$ cat src/hdl/iasp_pkg.sv
// Shared types, constants and helper functions of the interleaved access splitter.
// Used by every module in this folder; depends on nothing else.
`timescale 1ns / 1ps

package iasp_pkg;

  localparam int ADDR_W     = 32;
  localparam int LEN_W      = 8;
  localparam int CLEN_W     = 13;
  localparam int BANK_W     = 6;
  localparam int PORT_W     = 7;
  localparam int GBITS_W    = 4;
  localparam int BSEL_W     = 3;
  localparam int SHIFT_W    = 5;
  localparam int CFG_IDX_W  = 3;
  localparam int CFG_DATA_W = 32;

  localparam int MAX_PORTS  = 64;
  localparam int MAX_LENGTH = 252;
  localparam int GRAN_MIN   = 2;
  localparam int GRAN_MAX   = 12;

  typedef enum logic [CFG_IDX_W-1:0] {
    REG_GRANULE_BITS = 3'd0,
    REG_BANK_SELECT  = 3'd1,
    REG_PORT_COUNT   = 3'd2,
    REG_BASE_OFFSET  = 3'd3,
    REG_SHIFT_AMOUNT = 3'd4,
    REG_COMPACT_MODE = 3'd5
  } cfg_reg_e;

  // Effective configuration, already saturated.
  typedef struct packed {
    logic [GBITS_W-1:0] gbits;
    logic [BSEL_W-1:0]  bsel;
    logic [PORT_W-1:0]  ports;
    logic [ADDR_W-1:0]  base;
    logic [SHIFT_W-1:0] shift;
    logic               compact;
  } cfg_t;

  // One chunk as it leaves the generator.
  typedef struct packed {
    logic [ADDR_W-1:0] cur;
    logic [CLEN_W-1:0] clen;
    logic [LEN_W-1:0]  pos;
    logic              wr;
    logic              glast;
    logic              zero;
  } chunk_t;

  // One chunk after address translation.
  typedef struct packed {
    logic [PORT_W-1:0] bank;
    logic [ADDR_W-1:0] naddr;
    logic [CLEN_W-1:0] clen;
    logic [LEN_W-1:0]  pos;
    logic              wr;
    logic              glast;
    logic              zero;
  } xlated_t;

  // Index of the highest set bit; zero and one both give zero.
  function automatic logic [BSEL_W-1:0] floor_log2(input logic [PORT_W-1:0] v);
    logic [BSEL_W-1:0] r;
    r = '0;
    for (int i = 0; i < PORT_W; i++) begin
      if (v[i]) begin
        r = BSEL_W'(i);
      end
    end
    return r;
  endfunction

endpackage

$ cat src/hdl/iasp_cfg.sv
// Configuration registers of the splitter and their saturated effective values.
// Depends on iasp_pkg.
`timescale 1ns / 1ps

module iasp_cfg (
  input  logic                               clk_i,
  input  logic                               rst_ni,
  input  logic                               cfg_we_i,
  input  logic [iasp_pkg::CFG_IDX_W-1:0]     cfg_index_i,
  input  logic [iasp_pkg::CFG_DATA_W-1:0]    cfg_data_i,
  output iasp_pkg::cfg_t                     cfg_o
);

  logic [iasp_pkg::GBITS_W-1:0] gbits_q;
  logic [iasp_pkg::BSEL_W-1:0]  bsel_q;
  logic [iasp_pkg::PORT_W-1:0]  ports_q;
  logic [iasp_pkg::ADDR_W-1:0]  base_q;
  logic [iasp_pkg::SHIFT_W-1:0] shift_q;
  logic                         compact_q;

  always_ff @(posedge clk_i or negedge rst_ni) begin
    if (!rst_ni) begin
      gbits_q   <= iasp_pkg::GBITS_W'(iasp_pkg::GRAN_MIN);
      bsel_q    <= '0;
      ports_q   <= iasp_pkg::PORT_W'(1);
      base_q    <= '0;
      shift_q   <= '0;
      compact_q <= 1'b0;
    end else if (cfg_we_i) begin
      case (iasp_pkg::cfg_reg_e'(cfg_index_i))
        iasp_pkg::REG_GRANULE_BITS: gbits_q   <= cfg_data_i[iasp_pkg::GBITS_W-1:0];
        iasp_pkg::REG_BANK_SELECT:  bsel_q    <= cfg_data_i[iasp_pkg::BSEL_W-1:0];
        iasp_pkg::REG_PORT_COUNT:   ports_q   <= cfg_data_i[iasp_pkg::PORT_W-1:0];
        iasp_pkg::REG_BASE_OFFSET:  base_q    <= cfg_data_i[iasp_pkg::ADDR_W-1:0];
        iasp_pkg::REG_SHIFT_AMOUNT: shift_q   <= cfg_data_i[iasp_pkg::SHIFT_W-1:0];
        iasp_pkg::REG_COMPACT_MODE: compact_q <= cfg_data_i[0];
        default: ;
      endcase
    end
  end

  logic [iasp_pkg::PORT_W-1:0] ports_sat;

  always_comb begin
    ports_sat = (ports_q > iasp_pkg::PORT_W'(iasp_pkg::MAX_PORTS))
              ? iasp_pkg::PORT_W'(iasp_pkg::MAX_PORTS) : ports_q;
    cfg_o.ports = ports_sat;
    if (gbits_q < iasp_pkg::GBITS_W'(iasp_pkg::GRAN_MIN)) begin
      cfg_o.gbits = iasp_pkg::GBITS_W'(iasp_pkg::GRAN_MIN);
    end else if (gbits_q > iasp_pkg::GBITS_W'(iasp_pkg::GRAN_MAX)) begin
      cfg_o.gbits = iasp_pkg::GBITS_W'(iasp_pkg::GRAN_MAX);
    end else begin
      cfg_o.gbits = gbits_q;
    end
    cfg_o.bsel    = (bsel_q == '0) ? iasp_pkg::floor_log2(ports_sat) : bsel_q;
    cfg_o.base    = base_q;
    cfg_o.shift   = shift_q;
    cfg_o.compact = compact_q;
  end

endmodule

$ cat src/hdl/iasp_gen.sv
// Input register and chunk generator: cuts one access into granule-sized chunks,
// one chunk per cycle unless the translation stage stalls it. Depends on iasp_pkg.
`timescale 1ns / 1ps

module iasp_gen (
  input  logic                           clk_i,
  input  logic                           rst_ni,
  input  iasp_pkg::cfg_t                 cfg_i,
  input  logic                           in_valid_i,
  output logic                           in_stall_o,
  input  logic [iasp_pkg::ADDR_W-1:0]    address_i,
  input  logic [iasp_pkg::LEN_W-1:0]     length_i,
  input  logic                           wr_access_i,
  output logic                           chunk_valid_o,
  output iasp_pkg::chunk_t               chunk_o,
  input  logic                           chunk_stall_i
);

  // Input stage.
  logic                          s1_v_q;
  logic [iasp_pkg::ADDR_W-1:0]   s1_cur_q, s1_cur_d;
  logic [iasp_pkg::LEN_W-1:0]    s1_len_q, s1_len_d;
  logic [iasp_pkg::CLEN_W-1:0]   s1_first_q, s1_first_d;
  logic                          s1_wr_q;
  logic                          s1_zero_q, s1_zero_d;

  // Generator working registers.
  logic                          w_v_q;
  logic [iasp_pkg::ADDR_W-1:0]   w_cur_q;
  logic [iasp_pkg::LEN_W-1:0]    w_len_q;
  logic [iasp_pkg::LEN_W-1:0]    w_pos_q;
  logic [iasp_pkg::CLEN_W-1:0]   w_first_q;
  logic                          w_wr_q;
  logic                          w_zero_q;

  logic [iasp_pkg::CLEN_W-1:0]   gran;
  logic [iasp_pkg::CLEN_W-1:0]   gmask;
  logic [iasp_pkg::CLEN_W-1:0]   low;
  logic [iasp_pkg::LEN_W-1:0]    rem;
  logic [iasp_pkg::CLEN_W-1:0]   craw;
  logic [iasp_pkg::CLEN_W-1:0]   clen;
  logic                          glast;
  logic                          emit, load, s1_take;

  always_comb begin
    gran  = iasp_pkg::CLEN_W'(1) << cfg_i.gbits;
    gmask = gran - iasp_pkg::CLEN_W'(1);

    s1_len_d  = (length_i > iasp_pkg::LEN_W'(iasp_pkg::MAX_LENGTH))
              ? iasp_pkg::LEN_W'(iasp_pkg::MAX_LENGTH) : length_i;
    s1_zero_d = (s1_len_d == '0);
    low       = iasp_pkg::CLEN_W'(address_i) & gmask;
    s1_first_d = (low == '0) ? '0 : gran - low;
    // A zero-length access reports its raw address, so the offset is not removed.
    s1_cur_d  = s1_zero_d ? address_i : address_i - cfg_i.base;

    rem   = w_len_q - w_pos_q;
    craw  = (w_first_q != '0) ? w_first_q : gran;
    if (w_zero_q) begin
      clen = '0;
    end else if (craw > iasp_pkg::CLEN_W'(rem)) begin
      clen = iasp_pkg::CLEN_W'(rem);
    end else begin
      clen = craw;
    end
    glast = w_zero_q || (clen == iasp_pkg::CLEN_W'(rem));

    emit    = w_v_q && !chunk_stall_i;
    load    = s1_v_q && (!w_v_q || (emit && glast));
    s1_take = in_valid_i && (!s1_v_q || load);
  end

  assign in_stall_o    = s1_v_q && !load;
  assign chunk_valid_o = w_v_q;

  always_comb begin
    chunk_o.cur   = w_cur_q;
    chunk_o.clen  = clen;
    chunk_o.pos   = w_pos_q;
    chunk_o.wr    = w_wr_q;
    chunk_o.glast = glast;
    chunk_o.zero  = w_zero_q;
  end

  always_ff @(posedge clk_i or negedge rst_ni) begin
    if (!rst_ni) begin
      s1_v_q <= 1'b0;
      w_v_q  <= 1'b0;
    end else begin
      if (s1_take) begin
        s1_v_q <= 1'b1;
      end else if (load) begin
        s1_v_q <= 1'b0;
      end
      if (load) begin
        w_v_q <= 1'b1;
      end else if (emit && glast) begin
        w_v_q <= 1'b0;
      end
    end
  end

  always_ff @(posedge clk_i) begin
    if (s1_take) begin
      s1_cur_q   <= s1_cur_d;
      s1_len_q   <= s1_len_d;
      s1_first_q <= s1_first_d;
      s1_wr_q    <= wr_access_i;
      s1_zero_q  <= s1_zero_d;
    end
    if (load) begin
      w_cur_q   <= s1_cur_q;
      w_len_q   <= s1_len_q;
      w_pos_q   <= '0;
      w_first_q <= s1_first_q;
      w_wr_q    <= s1_wr_q;
      w_zero_q  <= s1_zero_q;
    end else if (emit) begin
      w_cur_q   <= w_cur_q + iasp_pkg::ADDR_W'(clen);
      w_pos_q   <= w_pos_q + clen[iasp_pkg::LEN_W-1:0];
      w_first_q <= '0;
    end
  end

endmodule

$ cat src/hdl/iasp_xlate.sv
// Address translation: removes nothing more, picks the bank and rewrites the chunk
// address in compact, shifted or unchanged mode. Two register stages. Depends on iasp_pkg.
`timescale 1ns / 1ps

module iasp_xlate (
  input  logic                clk_i,
  input  logic                rst_ni,
  input  iasp_pkg::cfg_t      cfg_i,
  input  logic                chunk_valid_i,
  input  iasp_pkg::chunk_t    chunk_i,
  output logic                chunk_stall_o,
  output logic                xl_valid_o,
  output iasp_pkg::xlated_t   xl_o,
  input  logic                xl_stall_i
);

  logic                s2_v_q;
  iasp_pkg::chunk_t    s2_q;
  logic                s3_v_q;
  iasp_pkg::xlated_t   s3_q, s3_d;
  logic                s2_ready, s3_ready;

  logic [iasp_pkg::ADDR_W-1:0]  gmask, hmask, cur;
  logic [iasp_pkg::PORT_W:0]    bmask_w;
  logic [iasp_pkg::PORT_W-1:0]  bmask;
  logic [iasp_pkg::GBITS_W:0]   gb_sum;
  logic [iasp_pkg::SHIFT_W:0]   gs_sum;
  logic [iasp_pkg::ADDR_W-1:0]  by_g, by_gs;

  assign s3_ready      = !s3_v_q || !xl_stall_i;
  assign s2_ready      = !s2_v_q || s3_ready;
  assign chunk_stall_o = !s2_ready;
  assign xl_valid_o    = s3_v_q;
  assign xl_o          = s3_q;

  always_comb begin
    cur     = s2_q.cur;
    gmask   = (iasp_pkg::ADDR_W'(1) << cfg_i.gbits) - iasp_pkg::ADDR_W'(1);
    bmask_w = ((iasp_pkg::PORT_W + 1)'(1) << cfg_i.bsel) - (iasp_pkg::PORT_W + 1)'(1);
    bmask   = bmask_w[iasp_pkg::PORT_W-1:0];
    gb_sum  = (iasp_pkg::GBITS_W + 1)'(cfg_i.gbits) + (iasp_pkg::GBITS_W + 1)'(cfg_i.bsel);
    hmask   = ~((iasp_pkg::ADDR_W'(1) << gb_sum) - iasp_pkg::ADDR_W'(1));
    gs_sum  = (iasp_pkg::SHIFT_W + 1)'(cfg_i.gbits) + (iasp_pkg::SHIFT_W + 1)'(cfg_i.shift);
    by_g    = cur >> cfg_i.gbits;
    by_gs   = cur >> gs_sum;

    s3_d.clen  = s2_q.clen;
    s3_d.pos   = s2_q.pos;
    s3_d.wr    = s2_q.wr;
    s3_d.glast = s2_q.glast;
    s3_d.zero  = s2_q.zero;

    if (s2_q.zero) begin
      s3_d.bank  = '0;
      s3_d.naddr = cur;
    end else if (cfg_i.compact) begin
      s3_d.bank  = by_g[iasp_pkg::PORT_W-1:0] & bmask;
      s3_d.naddr = ((cur & hmask) >> cfg_i.bsel) + (cur & gmask);
    end else if (cfg_i.shift != '0) begin
      s3_d.bank  = by_gs[iasp_pkg::PORT_W-1:0] & bmask;
      s3_d.naddr = ((cur >> cfg_i.shift) & ~gmask) | (cur & gmask);
    end else begin
      s3_d.bank  = by_g[iasp_pkg::PORT_W-1:0] & bmask;
      s3_d.naddr = cur;
    end
  end

  always_ff @(posedge clk_i or negedge rst_ni) begin
    if (!rst_ni) begin
      s2_v_q <= 1'b0;
      s3_v_q <= 1'b0;
    end else begin
      if (s2_ready) begin
        s2_v_q <= chunk_valid_i;
      end
      if (s3_ready) begin
        s3_v_q <= s2_v_q;
      end
    end
  end

  always_ff @(posedge clk_i) begin
    if (s2_ready && chunk_valid_i) begin
      s2_q <= chunk_i;
    end
    if (s3_ready && s2_v_q) begin
      s3_q <= s3_d;
    end
  end

endmodule

$ cat src/hdl/iasp_out.sv
// Bank check and output register: flags a bank at or beyond the port count, ends the
// access there and discards the rest of its chunks. Depends on iasp_pkg.
`timescale 1ns / 1ps

module iasp_out (
  input  logic                            clk_i,
  input  logic                            rst_ni,
  input  iasp_pkg::cfg_t                  cfg_i,
  input  logic                            xl_valid_i,
  input  iasp_pkg::xlated_t               xl_i,
  output logic                            xl_stall_o,
  output logic                            out_valid_o,
  input  logic                            out_stall_i,
  output logic [iasp_pkg::BANK_W-1:0]     bank_o,
  output logic [iasp_pkg::ADDR_W-1:0]     chunk_address_o,
  output logic [iasp_pkg::CLEN_W-1:0]     chunk_length_o,
  output logic [iasp_pkg::LEN_W-1:0]      data_position_o,
  output logic                            write_flag_o,
  output logic                            status_o,
  output logic                            last_o
);

  logic out_v_q;
  logic drop_q;
  logic ready, take, invalid;

  assign ready       = !out_v_q || !out_stall_i;
  assign take        = xl_valid_i && ready;
  assign invalid     = !xl_i.zero && (xl_i.bank >= cfg_i.ports);
  assign xl_stall_o  = !ready;
  assign out_valid_o = out_v_q;

  always_ff @(posedge clk_i or negedge rst_ni) begin
    if (!rst_ni) begin
      out_v_q <= 1'b0;
      drop_q  <= 1'b0;
    end else begin
      if (ready) begin
        out_v_q <= take && !drop_q;
      end
      // Once an access has failed, its remaining chunks are swallowed up to its last one.
      if (take) begin
        if (drop_q) begin
          drop_q <= !xl_i.glast;
        end else begin
          drop_q <= invalid && !xl_i.glast;
        end
      end
    end
  end

  always_ff @(posedge clk_i) begin
    if (take && !drop_q) begin
      bank_o          <= xl_i.bank[iasp_pkg::BANK_W-1:0];
      chunk_address_o <= xl_i.naddr;
      chunk_length_o  <= xl_i.clen;
      data_position_o <= xl_i.pos;
      write_flag_o    <= xl_i.wr;
      status_o        <= invalid;
      last_o          <= xl_i.glast || invalid;
    end
  end

endmodule

$ cat src/hdl/interleaved_access_splitter.sv
// Interleaved access splitter, top level: configuration registers, chunk generator,
// address translation and output stage. Depends on iasp_pkg and the iasp_* modules.
`timescale 1ns / 1ps

// An access word is split into chunks that each stay inside one interleave granule;
// every chunk leaves as one output word with its bank, translated address, length and
// byte position. The chunk generator produces one chunk per cycle unless the translation
// stage stalls it, and an access is accepted whenever the input register is empty or
// hands its access on to the generator. The first output word of an access passes the
// input register, the generator register, both translation stages and the output stage.
// When a chunk hits a bank at or beyond the port count it goes out with status set and
// last set; the remaining chunks of that access still pass the generator, one a cycle
// unless stalled, and are discarded at the output stage. Configuration is written
// through a plain write port and must only be changed while no access is in flight.
module interleaved_access_splitter (
  input  logic                            clk_i,
  input  logic                            rst_ni,
  input  logic                            cfg_we_i,
  input  logic [iasp_pkg::CFG_IDX_W-1:0]  cfg_index_i,
  input  logic [iasp_pkg::CFG_DATA_W-1:0] cfg_data_i,
  input  logic                            in_valid_i,
  output logic                            in_stall_o,
  input  logic [iasp_pkg::ADDR_W-1:0]     address_i,
  input  logic [iasp_pkg::LEN_W-1:0]      length_i,
  input  logic                            wr_access_i,
  output logic                            out_valid_o,
  input  logic                            out_stall_i,
  output logic [iasp_pkg::BANK_W-1:0]     bank_o,
  output logic [iasp_pkg::ADDR_W-1:0]     chunk_address_o,
  output logic [iasp_pkg::CLEN_W-1:0]     chunk_length_o,
  output logic [iasp_pkg::LEN_W-1:0]      data_position_o,
  output logic                            write_flag_o,
  output logic                            status_o,
  output logic                            last_o
);

  iasp_pkg::cfg_t     cfg;
  logic               chunk_valid, chunk_stall;
  iasp_pkg::chunk_t   chunk;
  logic               xl_valid, xl_stall;
  iasp_pkg::xlated_t  xl;

  iasp_cfg u_cfg (
    .clk_i       (clk_i),
    .rst_ni      (rst_ni),
    .cfg_we_i    (cfg_we_i),
    .cfg_index_i (cfg_index_i),
    .cfg_data_i  (cfg_data_i),
    .cfg_o       (cfg)
  );

  iasp_gen u_gen (
    .clk_i         (clk_i),
    .rst_ni        (rst_ni),
    .cfg_i         (cfg),
    .in_valid_i    (in_valid_i),
    .in_stall_o    (in_stall_o),
    .address_i     (address_i),
    .length_i      (length_i),
    .wr_access_i   (wr_access_i),
    .chunk_valid_o (chunk_valid),
    .chunk_o       (chunk),
    .chunk_stall_i (chunk_stall)
  );

  iasp_xlate u_xlate (
    .clk_i         (clk_i),
    .rst_ni        (rst_ni),
    .cfg_i         (cfg),
    .chunk_valid_i (chunk_valid),
    .chunk_i       (chunk),
    .chunk_stall_o (chunk_stall),
    .xl_valid_o    (xl_valid),
    .xl_o          (xl),
    .xl_stall_i    (xl_stall)
  );

  iasp_out u_out (
    .clk_i           (clk_i),
    .rst_ni          (rst_ni),
    .cfg_i           (cfg),
    .xl_valid_i      (xl_valid),
    .xl_i            (xl),
    .xl_stall_o      (xl_stall),
    .out_valid_o     (out_valid_o),
    .out_stall_i     (out_stall_i),
    .bank_o          (bank_o),
    .chunk_address_o (chunk_address_o),
    .chunk_length_o  (chunk_length_o),
    .data_position_o (data_position_o),
    .write_flag_o    (write_flag_o),
    .status_o        (status_o),
    .last_o          (last_o)
  );

endmodule

$ cat config.mk
export PLATFORM = sky130hd
export DESIGN_NAME = interleaved_access_splitter
export DESIGN_NICKNAME = d
export VERILOG_FILES = /design/src/hdl/iasp_pkg.sv /design/src/hdl/iasp_cfg.sv /design/src/hdl/iasp_gen.sv /design/src/hdl/iasp_xlate.sv /design/src/hdl/iasp_out.sv /design/src/hdl/interleaved_access_splitter.sv
export SDC_FILE = /design/constraint.sdc
export NUM_CORES = 1
export LEC_CHECK = 0
export ABC_AREA = 1
export BUFFER_PORTS_ARGS = -buffer_cell sky130_fd_sc_hd__buf_2
export CELL_PAD_IN_SITES_DETAIL_PLACEMENT = 0
export CELL_PAD_IN_SITES_GLOBAL_PLACEMENT = 1
export CORE_MARGIN = 5
export CORE_UTILIZATION = 47
export DETAILED_ROUTE_END_ITERATION = 12
export PLACE_DENSITY = 0.89
export SLEW_MARGIN = 10
export SYNTH_ARGS = -nofsm -noshare
export SYNTH_HDL_FRONTEND = slang
export SYNTH_SLANG_ARGS = --single-unit
$ cat constraint.sdc
create_clock -name clk_i -period 7.73 [get_ports clk_i]
set_input_delay 0.3865 -clock clk_i [delete_from_list [all_inputs] [get_ports clk_i]]
set_output_delay 0.3865 -clock clk_i [all_outputs]
set_load 0.01 [all_outputs]
### Yosys cells after proc, flatten, opt, wreduce, memory -nomap -nowiden

Index checks and enable logic that the tools add are counted.

* bits in registers: 357
* latch bits: 0
* RAM bits: 0
* bits in read-only memories: 0
* input port bits: 81
* output and inout bits: 64
* memories: 0

* add/subtract/negate cells: 12
* $mul: 0
* divide/modulo/power cells: 0
* $lt $le $gt $ge: 6
* eq/ne operators: 6
* shift-type cells: 8
* mux-type cells: 27
* bitwise gates (word level): 9
* reductions and logical operators: 42

Operators by type and width (number)
* $mux 32: 4
* $and 32x32->32: 3
* $mux 39: 2
* $mux 13: 5
* $not 32->32: 2
* $sub 32x2->32 const B: 2
* $add 32x13->32: 1
* $add 32x32->32: 1
* $or 32x32->32: 1
* $shl 1x4->32 const A: 1
* $shl 1x5->32 const A: 1
* $shr 32x3->32: 1
* $shr 32x4->7: 1
* $shr 32x5->32: 1
* $shr 32x6->7: 1
* $sub 32x32->32: 1
* $and 7x7->7: 2
* $and 13x13->13: 1
* $eq 13x8->1: 1
* $gt 13x8->1: 1
* $logic_not 13->1: 1
* $reduce_bool 13->1: 1
* $shl 1x4->13 const A: 1
* $sub 13x1->13 const B: 1
* other kinds (29): 73

### Longest topological paths before layout

Gate-level depths: netlist of run 1.

* depth after elaboration: 18
* gate-level depth with buffers: 50
* gate-level depth less buffers: 48

### Hierarchy

Synthesis of run 1 repeated with hierarchy kept, for this count alone.

* cells, all modules: 3485
* area, all modules: 26357.8 um^2

By module, submodules not included
* iasp_xlate: times used 1, cells each 1840, area each 12121.6 um^2, sequential area each 3623.5 um^2
* iasp_gen: times used 1, cells each 1334, area each 9773.1 um^2, sequential area each 3513.4 um^2
* iasp_cfg: times used 1, cells each 197, area each 2273.4 um^2, sequential area each 1303.8 um^2
* iasp_out: times used 1, cells each 114, area each 2189.6 um^2, sequential area each 1911.8 um^2

### Least setup slack after synthesis of run 1

OpenSTA, ideal clock, no wires.

* path type: reg-to-reg
* start point: register u_cfg.ports_q[0] (netlist bit)
* end point: register u_xlate.s3_q, in the netlist u_xlate.xl_o[44] (data pin)
* setup time: 264 ps
* arrival time: 6665 ps
* data required time: 7466 ps
* slack: 801 ps
* cell stages (with the launch flop): 45
* buffers on the path: 2
* clock period less this slack: 6929 ps
* cells stage by stage: dfstp_2 > nor2_1 > nand3_1 > nand2_1 > nand2_1 > nand2_1 > nand2_1 > nand2_1 > nand2_1 > clkbuf_1 > clkbuf_1 > ha_1 > inv_1 > fa_1 > or2_2 > nand2_1 > inv_1 > nor3_1 > [9 not listed] > nand2_1 > o21ai_0 > or2_1 > o211ai_1 > nand2_1 > ha_1 > fa_1 > nand3_1 > nand3_1 > a21oi_1 > o21ai_0 > a21boi_0 > o21ai_0 > a21boi_0 > o21ai_0 > xor2_1 > o21ai_0 > o21ai_0

RTL lines
* from (decl): line iasp_cfg.sv:16 `logic [iasp_pkg::PORT_W-1:0] ports_q;`
* from (signal assigned): line iasp_cfg.sv:25 `ports_q <= iasp_pkg::PORT_W'(1);`
* from (signal assigned): line iasp_cfg.sv:33 `iasp_pkg::REG_PORT_COUNT: ports_q <= cfg_data_i[iasp_pkg::PORT_W-1:0];`
* to (signal assigned): line iasp_xlate.sv:87 `s3_q <= s3_d;`
* to (decl): line iasp_xlate.sv:20 `iasp_pkg::xlated_t s3_q, s3_d;`

==> results.sh, run 1 <==
export IMPL_dpl_cell_area_mm2=0.0262
export IMPL_dr_pass1_iters=6
export IMPL_synth_flop_cell="edfxtp_1"
export IMPL_final_common_cell="nand2_1"
export IMPL_final_cell_area_mm2=0.0276
export IMPL_nets=3506
export IMPL_tightest_slew_ns=0.988
export IMPL_clk_pin_slew_worst_paths_ns=0.06
export IMPL_p_int_mw=7.10
export IMPL_power_frac_seq=0.291
export IMPL_rows=84
export IMPL_cp_startpoint="u_cfg.ports_q[6]"
export IMPL_clock_latency_ns=0.56
export IMPL_clk_path_buf_depth=3
export IMPL_grt_pass1_wl_mm=122
export IMPL_pwr_share_clk=0.141
export IMPL_power_density_mw_per_mm2=506
export IMPL_place_inst=3942
export IMPL_io_buffers=144
export IMPL_grtUsageTotal=0.268
export IMPL_dr_total_vias=23000
export IMPL_setup_violations=0
export IMPL_numClockSinks=357
export IMPL_fin_tns_setup_ns=0
export IMPL_multi_input_area_mm2=0.0126
export IMPL_wl_per_cell_um=19.6
export IMPL_slew_violations=0
export IMPL_switching_share=0.492
export IMPL_cpPeakStageDelay_ns=0.41
export IMPL_crit_fanout=6
export IMPL_synth_async_reset_ratio=0.162
export IMPL_min_period_ns=7.17
export IMPL_worst_r2r_startpoint="u_cfg.ports_q[6]"
export IMPL_finalPower_mw=14.0
export IMPL_area_delta_synth_final_pct=11.5
export IMPL_clock_fmax_mhz=139
export IMPL_antenna_found_initial=1
export IMPL_drive_above_1_share=0.0934
export IMPL_synth_edf_count=291
export IMPL_fillers=5002
export IMPL_status="completed"
export IMPL_ff_latch_area_mm2=0.0104
export IMPL_critical_path_arrival_ns=7.45
export IMPL_skew_ns=0.0212
export IMPL_end_kind="flip-flop"
export IMPL_grt_max_degree=66
export IMPL_post_cts_buffers=0
export IMPL_root_buffer="clkbuf_16"
export IMPL_dieArea_mm2=0.0573
export IMPL_ant_nets=0
export IMPL_synth_cells=3173
export IMPL_yosys_warnings=0
export IMPL_drcViolationCount=0
export IMPL_worstHoldStart="length_i[5]"
export IMPL_h_tree_depth=2
export IMPL_wl_mm=78.8
export IMPL_io_pin_count=145
export IMPL_ys_types=69
export IMPL_required_ns=8.01
export IMPL_leakage_nw=12.6
export IMPL_synth_seq_cells=357
export IMPL_final_cell_mix="nand2_1 (747), o21ai_0 (363), inv_1 (351)"
export IMPL_finalHoldViolations=0
export IMPL_switching_power_mw=6.86
export IMPL_critPathLaunchType="flip-flop"
export IMPL_path_class="reg -> reg"
export IMPL_critPathMostFrequentCell="nand2_1"
export IMPL_grt_pass1_vias=21500
export IMPL_final_cells=4019
export IMPL_gp_congestion=1.01
export IMPL_rsz0062_at_grt="false"
export IMPL_synth_seq_area_share=0.418
export IMPL_hp_class="in -> reg"
export IMPL_routed_via_density=5.72
export IMPL_max_cap_violations=0
export IMPL_cts_tree="yes"
export IMPL_fp_dieW_um=239
export IMPL_fin_util=0.527
export IMPL_period_share=0.928
export IMPL_syn_area_mm2=0.0247
export IMPL_critPathSlowestCell="dfrtp_1"
export IMPL_peakVddDrop_uv=252
export IMPL_grt_ovfl_total=0
export IMPL_initial_core_util=0.473
export IMPL_slew_headroom=0.341
export IMPL_drt_iter0_drc=2470
export IMPL_hpwl_mm=61.0
export IMPL_numCtsBuffers=40
export IMPL_synth_area_per_cell_um2=7.80
export IMPL_combPwrFrac=0.568
export IMPL_core_area_mm2=0.0523
export IMPL_die_h_um=239
power groups by stage:
stage / Sequential (mW) / Clock (mW) / Combinational, mW
4_1_cts: 4.04 / 2.02 / 7.73
2_1_floorplan: 3.84 / 0 / 5.59
6_report: 4.06 / 1.97 / 7.93
3_3_place_gp: 4.04 / 0 / 7.56
3_5_place_dp: 4.08 / 0 / 7.69
5_1_grt: 4.13 / 2.10 / 8.85
logic make-up after synthesis:
logic type	synth area share
muxes	0.00809
other	0.000303
adders and majority gates	0.0663
xor gates and xnor gates	0.0276
DFF	0.418
and+or+nand+nor	0.231
buffers and inverters	0.0785
AOI/OAI and AO/OA	0.170
critical path: cells and delay by family (launching register included):
kind | cells | cell delay, ns
compound gates | 11 | 1.96
xor+xnor | 2 | 0.30
fa+ha+maj | 5 | 1.43
buf+inv | 5 | 0.56
flops | 1 | 0.41
simple gates | 19 | 2.25
final timing paths:
| check | endpoint | slack [ns] | cells past startpoint |
|---|---|---|---|
| max reg2reg | u_xlate.xl_o[44] | 0.56 | 42 |
| min in group asynchronous | u_cfg.base_q[21] | 0.52 | 3 |
| min reg2reg | u_gen.w_len_q[5] | 0.41 | 0 |
| min | u_gen.s1_len_q[5] | 0.04 | 1 |
| max in group asynchronous | u_cfg.gbits_q[2] | 6.58 | 3 |
| max | u_xlate.xl_o[44] | 0.56 | 42 |
cell usage after synthesis, drive strengths merged (3+ instances only):
library cell	count	area, um2
a2111oi	3	26.3
a211oi	9	67.6
a21boi	10	75.1
a21o	9	67.6
a21oi	202	1010
a221oi	9	78.8
a22oi	11	82.6
a31oi	30	188
buf	25	165
clkbuf	104	390
clkinv	4	15.0
dfrtp	56	1400
dfxtp	8	160
edfxtp	291	8740
fa	7	140
ha	120	1500
inv	365	1370
mux2i	20	200
nand2	756	2890
nand3	218	1110
nand3b	5	37.5
nand4	45	288
nor2	247	1000
nor3	40	205
nor4	6	37.5
o2111ai	5	43.8
o211ai	32	240
o21a	14	105
o21ai	376	1880
o21bai	14	109
o22ai	7	43.8
o311ai	6	52.6
o31ai	8	60.1
or2	15	93.9
xnor2	35	307
xor2	43	377
layer usage:
metal	vias up	wire length [um]	track usage
met5	-	0	0
met4	0	2970	0.0927
met3	147	6500	0.0451
met2	969	36200	0.436
met1	10800	33200	0.365
li1	11100	-	-
layout make-up:
class | count | share of cell area
Timing Repair Buffer | 181 | 0.0364
Sequential cell | 357 | 0.375
Antenna cell | 1 | 0.0000907
Clock inverter | 21 | 0.00961
Inverter | 369 | 0.0503
Clock buffer | 53 | 0.0400
Tap cell | 688 | 0.0312
Multi-Input combinational cell | 2349 | 0.457
state kept, by name, indices dropped and copies added, names as in the netlist, 4 cells and up:
register and count:
u_cfg.base_q 32, u_cfg.gbits_q 4, u_cfg.ports_q 7, u_cfg.shift_q 5
u_gen.s1_cur_q 32, u_gen.s1_first_q 13, u_gen.s1_len_q 8, u_gen.w_cur_q 32
u_gen.w_first_q 13, u_gen.w_len_q 8, u_gen.w_pos_q 8, u_out.bank_o 6
u_out.chunk_address_o 32, u_out.chunk_length_o 13, u_out.data_position_o 8, u_xlate.cur 32
u_xlate.s2_q 24, u_xlate.xl_o 63
metrics by stage:
step | hold slack (ns) | setup WS [ns]
after floorplan | 0.0909 | 0.801
after global placement | 0.401 | 0.649
after detailed placement | 0.405 | 0.423
after CTS | 0.00207 | 0.398
after global routing | 0.0171 | 0.0553
final | 0.0350 | 0.555
repair_timing:
action                                  4_1_cts  5_1_grt
hold endpoints to repair                     12        0
endpoints found under the setup margin        0        4
resized for setup                             0        5
hold buffers                                  2        0
No activity file was read; power rests on OpenSTA's default activity.
==> run 2: changes to the inputs <==
Settings changed: SYNTH_HIERARCHICAL from default to 1.
==> run 2 against run 1 <==
  * Register-to-register slack improved by 0.51 ns
  * Critical path depth is 4 lower
  * Flip-flop and latch count unchanged
  * Clock skew increased by 0.0032 ns
  * Sequential power grew 2%
  * Global-route usage is 0.30 points lower
  * Final area grew 5.6%
  * Sequential share of layout area is 2.0 points lower
  * First-iteration DRC count is 11% lower
  * Worst setup slack better by 0.51 ns
==> results.sh, run 2 <==
export IMPL_status="completed"
export IMPL_routed_via_density=5.53
export IMPL_largest_reg_flops=63
export IMPL_drt_iter0_drc=2189
export IMPL_min_period_ns=6.67
export IMPL_grt_max_degree=67
export IMPL_final_cells=4367
export IMPL_core_area_mm2=0.0553
export IMPL_grt_pass1_wl_mm=127
export IMPL_synth_flop_cell="edfxtp_1"
export IMPL_crit_fanout=16
export IMPL_critical_path_arrival_ns=6.99
export IMPL_place_inst=4287
export IMPL_clk_pin_slew_worst_paths_ns=0.06
export IMPL_period_share=0.863
export IMPL_area_delta_synth_final_pct=10.5
export IMPL_root_buffer="clkbuf_16"
export IMPL_synthTopCellsByArea="edfxtp_1 (33%), nand2_1 (13%), o21ai_0 (6.1%), inv_1 (6.0%), ha_1 (5.6%)"
export IMPL_synth_top_area_cell="edfxtp_1"
export IMPL_power_density_mw_per_mm2=507
export IMPL_fp_dieW_um=247
export IMPL_holdWs_ns=0.0352
export IMPL_critPathLaunchType="flip-flop"
export IMPL_grt_ovfl_total=0
export IMPL_ant_nets=0
export IMPL_synth_async_reset_ratio=0.162
export IMPL_wl_mm=82.3
export IMPL_synth_seq_cells=357
export IMPL_rsz0062_at_grt="false"
export IMPL_tightest_slew_ns=1.16
export IMPL_final_cell_mix="nand2_1 (885), inv_1 (418), o21ai_0 (323)"
export IMPL_gp_congestion=1.01
export IMPL_required_ns=8.05
export IMPL_yosys_warnings=6
export IMPL_synth_common_cells="nand2_1 (886), inv_1 (420), o21ai_0 (323), edfxtp_1 (291), nor2_1 (285)"
export IMPL_peakVddDrop_uv=197
export IMPL_dr_total_vias=24100
export IMPL_synth_cells=3485
export IMPL_hp_class="in -> reg"
export IMPL_slew_headroom=0.227
export IMPL_h_tree_depth=2
export IMPL_max_cap_violations=0
export IMPL_fin_util=0.527
export IMPL_finalHoldViolations=0
export IMPL_fin_tns_setup_ns=0
export IMPL_ys_types=69
export IMPL_path_class="reg -> reg"
export IMPL_grt_pass1_vias=22800
export IMPL_grtUsageTotal=0.265
export IMPL_final_common_cell="nand2_1"
export IMPL_io_buffers=144
export IMPL_io_pin_count=145
export IMPL_leakage_nw=13.6
export IMPL_hold_buffers=6
export IMPL_dieArea_mm2=0.0609
export IMPL_cpPeakStageDelay_ns=0.46
export IMPL_final_cell_area_mm2=0.0291
export IMPL_synthDominantCellAreaShare=0.332
export IMPL_post_place_ws_ns=1.16
export IMPL_rows=86
export IMPL_nets=3792
export IMPL_drive_above_1_share=0.102
export IMPL_clk_path_buf_depth=3
export IMPL_antenna_found_initial=1
export IMPL_finalPower_mw=14.8
export IMPL_syn_area_mm2=0.0264
export IMPL_synth_seq_area_share=0.393
export IMPL_yosysMostFrequentCell="nand2_1"
export IMPL_dpl_cell_area_mm2=0.0277
export IMPL_numCtsBuffers=40
export IMPL_skew_ns=0.0244
export IMPL_post_cts_buffers=0
export IMPL_critPathSlowestCell="dfrtp_1"
export IMPL_cts_tree="yes"
export IMPL_die_h_um=247
export IMPL_clock_fmax_mhz=150
export IMPL_synth_edf_count=291
export IMPL_drcViolationCount=0
export IMPL_synth_area_per_cell_um2=7.56
export IMPL_hpwl_mm=64.0
export IMPL_numClockSinks=357
export IMPL_setup_violations=0
export IMPL_initial_core_util=0.477
export IMPL_critPathMostFrequentCell="nand2_1"
export IMPL_end_kind="flip-flop"
export IMPL_clock_latency_ns=0.57
export IMPL_setup_ws_ns=1.06
export IMPL_wl_per_cell_um=18.9
export IMPL_cts_resized=0
export IMPL_slew_violations=0
export IMPL_dr_pass1_iters=6
[run 2: report_power, final]
| group | total, mW | switching, mW | leakage [nW] | internal, mW |
|---|---|---|---|---|
| clock | 2.00 | 0.802 | 0.661 | 1.20 |
| combinational | 8.65 | 5.91 | 9.26 | 2.74 |
| sequential | 4.13 | 0.685 | 3.66 | 3.44 |
[run 2: path summary, 6_finish.rpt]
check                                      start                        to  slack [ns]  depth (start not counted)
worst min register to register  u_xlate/xl_o[22]  u_out/chunk_length_o[11]        0.41                          0
min in group asynchronous                 rst_ni          u_cfg/base_q[27]        0.50                          3
worst min-delay path                 length_i[3]         u_gen/s1_len_q[3]        0.04                          1
worst max register to register  u_cfg/gbits_q[2]         u_gen/w_cur_q[28]        1.06                         38
max in group asynchronous                 rst_ni          u_cfg/shift_q[0]        6.60                          3
worst max-delay path            u_cfg/gbits_q[2]         u_gen/w_cur_q[28]        1.06                         38
[run 2: cell families after synthesis]
| logic type | after synthesis | share of synthesized area |
|---|---|---|
| AND/OR/NAND/NOR | 1612 | 0.262 |
| XOR/XNOR | 74 | 0.0246 |
| buffers and inverters | 575 | 0.0874 |
| multiplexers | 42 | 0.0207 |
| flip-flops | 357 | 0.393 |
| adder cells (fa/ha/maj) | 124 | 0.0609 |
| AO/OA/AOI/OAI | 699 | 0.152 |
| other | 2 | 0.000285 |
[run 2: routing by layer]
metal	up-vias	GRT usage	share of wire
li1	12000	-	-
met1	11100	0.358	0.43
met2	881	0.436	0.46
met3	184	0.0315	0.067
met4	0	0.109	0.044
met5	-	0	0
[run 2: area by class of cell]
type,count,area (um2)
Clock inverter,25,347
Antenna cell,1,2.50
Multi-Input combinational cell,2568,13800
Fill cell,5542,26200
Tap cell,748,936
Clock buffer,48,1030
Inverter,435,1630
Sequential cell,357,10400
Timing Repair Buffer,185,1040
[run 2: critical path, delay by kind of cell, from the launching register on]
family | cells | cell delay [ns]
compound gates | 7 | 1.41
xor+xnor | 1 | 0.15
fa+ha+maj | 2 | 0.62
buf+inv | 4 | 0.45
flops | 1 | 0.46
simple gates | 24 | 3.32
